`src/sv/ssml_ram.sv`:
```
module ssml_ram #(
    parameter int WIDTH = 8,
    parameter int DEPTH = 16
) (
    input  logic                     i_clk,
    input  logic                     i_we,
    input  logic [$clog2(DEPTH)-1:0] i_waddr,
    input  logic [WIDTH-1:0]         i_wdata,
    input  logic [$clog2(DEPTH)-1:0] i_raddr,
    output logic [WIDTH-1:0]         o_rdata
);
    logic [WIDTH-1:0] r_mem [DEPTH];

    always_ff @(posedge i_clk) begin
        if (i_we) begin
            r_mem[i_waddr] <= i_wdata;
        end
        o_rdata <= r_mem[i_raddr];
    end
endmodule

```
`config.mk`:
```
export PLATFORM = sky130hd
export DESIGN_NAME = ssml_ram
export DESIGN_NICKNAME = d
export VERILOG_FILES = /design/src/sv/ssml_ram.sv
export SDC_FILE = /design/constraint.sdc
export NUM_CORES = 1
export LEC_CHECK = 0
export BUFFER_PORTS_ARGS = -buffer_cell sky130_fd_sc_hd__buf_4
export CORE_MARGIN = 2
export CORE_UTILIZATION = 46
export CTS_CLUSTER_DIAMETER = 100
export DETAILED_ROUTE_END_ITERATION = 8
export PLACE_DENSITY = 0.67
export SLEW_MARGIN = 20
export SYNTH_ARGS = -nofsm -noshare
export SYNTH_HDL_FRONTEND = slang
export SYNTH_SLANG_ARGS = --single-unit
```
`constraint.sdc`:
```
create_clock -name i_clk -period 1.9 [get_ports i_clk]
set_clock_uncertainty 0.05 [all_clocks]
set_input_delay 0.19 -clock i_clk [delete_from_list [all_inputs] [get_ports i_clk]]
set_output_delay 0.19 -clock i_clk [all_outputs]
set_load 0.05 [all_outputs]
```
==> results.toml <==
[critical_path]
cp-start-kind = "flip-flop"
critPathCaptureType = "flip-flop"
worst_ep_arrival_time_ns = 1.76
crit_type = "reg -> reg"
critical_path.max_fanout = 1
worstPathRequired_ns = 2.26

[synthesis]
yosys.area_share.simple_pct = 3.18
syn_area_sq_um = 5150
synth_top_cell_by_area = "edfxtp_1"
yosysTopAreaCellShare_pct = 74.7
synthDistinctLibCells = 19
synth-compound-area-share_pct = 2.33
synth_cells = 229
postSynthAreaPerCell_sq_um = 22.5
synth.area.mux_share_pct = 15.0
synth_xor_area_share_pct = 0
yosys-top-cells-area = "edfxtp_1 (75%), mux4_2 (7.9%), mux4_1 (7.1%), dfxtp_1 (3.1%), a22oi_1 (2.3%)"
synth_top_family_by_area = "multiplexers"
yosysWarnings = 0
yosysSeqAreaShare_pct = 77.8
synthesis.nets = 247
ys_seq_elements = 136
synth_fa_ha_area_share_pct = 0

[timing]
fin_crit_ns = 1.40
setup_viol = 0
report.final.hold_viol_count = 0
rsz0062_at_grt = "no"
setup_total_negative_slack_ns = 0
fmax_ghz = 0.716
worst_pin_slew_ns = 0.475
fin_crit_sh_pct = 73.5
maxSlewViolCount = 0
slew_headroom_pct = 68.4

[floorplan]
die_h_um = 110
fp.dieW_um = 110
rows = 38
start_util_pct = 47.3
fp.dieArea_sq_um = 12100
coreArea_sq_um = 10900
pin_count = 26

[placed_design]
gp_congestion = 0.733
port_buffers = 25
hpwlAfterDp_um = 5930

[flow_run]
cap_violations = 0

[cells_and_area]
fin_util_pct = 57.0
fillCellCount = 797
layout_common_cells = "edfxtp_1 (128), buf_4 (46), mux4_2 (18), a22oi_1 (16), clkbuf_16 (16)"
final_layout_size_suffix_gt1_share_pct = 28.9
final_common_cell = "edfxtp_1"
antenna_cells = 0
syn_to_final_growth_pct = 20.6
num-nets-final = 311

[run_status]
outcome = "complete, no violations"

[grt]
grt_pass1_wl_um = 15100
grtUsageTotal_pct = 18.4
overflow = 0
grt_max_degree = 33
antenna_found_initial = 0
grt_pass1_vias = 2531

[clock_network]
numClockSinks = 136
cts_hold_buf = 8
post_cts.repair.setup_buffers = 0
root_buffer = "clkbuf_8"
cts_tree = "built"
htree_levels = 4
clk_latency_ns = 0.53
numCtsBuffers = 17
cts_resized = 0
clkTransAtPathRegs_ns = 0.06
clock_path_buffers = 2

[routing]
dr_total_vias = 2465
drt_iter0_drc = 147
ant_nets = 0
wl_per_cell_um = 21.9
drtPass1Iterations = 4
drc = 0
wl_um = 9750
vias_per_cell = 5.54

[power]
p_per_area_nw_per_um2 = 1080
max-vdd-ir-drop_v = 0.000570
power.leakage_nw = 2.12

[worst_hold_path]
hold_path.class = "in -> reg"
-- cell usage after synthesis, drive strengths merged --
master and instances:
nor2b 1, nor2 13, buf 7, or3b 1, and2b 1, a22oi 16
nand2b 2, and2 1, nand3 1, nand3b 2, mux4 32, dfxtp 8
clkdlybuf4s25 3, nor3 4, edfxtp 128, nand2 9
-- worst paths after layout --
path	startpoint	to	slack (ns)	depth (start not counted)
min reg2reg	r_mem[7][1]	o_rdata[1]	0.62	3
min	i_waddr[0]	r_mem[4][3]	0.14	3
max reg2reg	r_mem[9][1]	o_rdata[1]	0.50	3
max	r_mem[9][1]	o_rdata[1]	0.50	3
-- registers in the layout (all words and copies together) (netlist names) --
name / cells
o_rdata: 8
r_mem: 128
-- final cells by class --
cell class	instances	area (sq um)	share of cell area, %
Timing Repair Buffer	55	445	7.18
Multi-Input combinational cell	83	1060	17.0
Clock inverter	5	46.3	0.746
Sequential cell	136	4000	64.5
Clock buffer	26	478	7.70
Tap cell	140	175	2.82
-- stage by stage --
stage	area, sq um	power [W]	cells	hold slack, ns	setup slack, ns
after floorplan	5150	0.00367	229	0.239	0.167
after global placement	5600	0.00383	406	0.453	0.204
after detailed placement	5600	0.00384	406	0.464	0.183
after CTS	6210	0.00676	445	0.118	0.460
after global routing	6210	0.00689	445	0.132	0.396
final	6210	0.00669	445	0.138	0.504
-- per-layer routing --
layer	GRT usage, %	share of wire, %
met1	25.1	42
met2	27.8	51
met3	5.33	5.4
met4	8.14	1.6
met5	0	0
-- worst max-delay path, stage by stage (launching register included) --
cell	delay (ns)
edfxtp_1	0.37
mux4_1	0.54
a22oi_1	0.25
nand2_1	0.07
-- cells by family after synthesis --
logic type,after synthesis
buffers and inverters,10
AOI/OAI and AO/OA,16
DFF,136
and+or+nand+nor,35
muxes,32
-- report_power, final --
group          internal (W)  switching (W)
Combinational      0.000170       0.000240
Sequential          0.00336      0.0000197
Clock               0.00182        0.00109
Power figures use the tool's default switching activity.
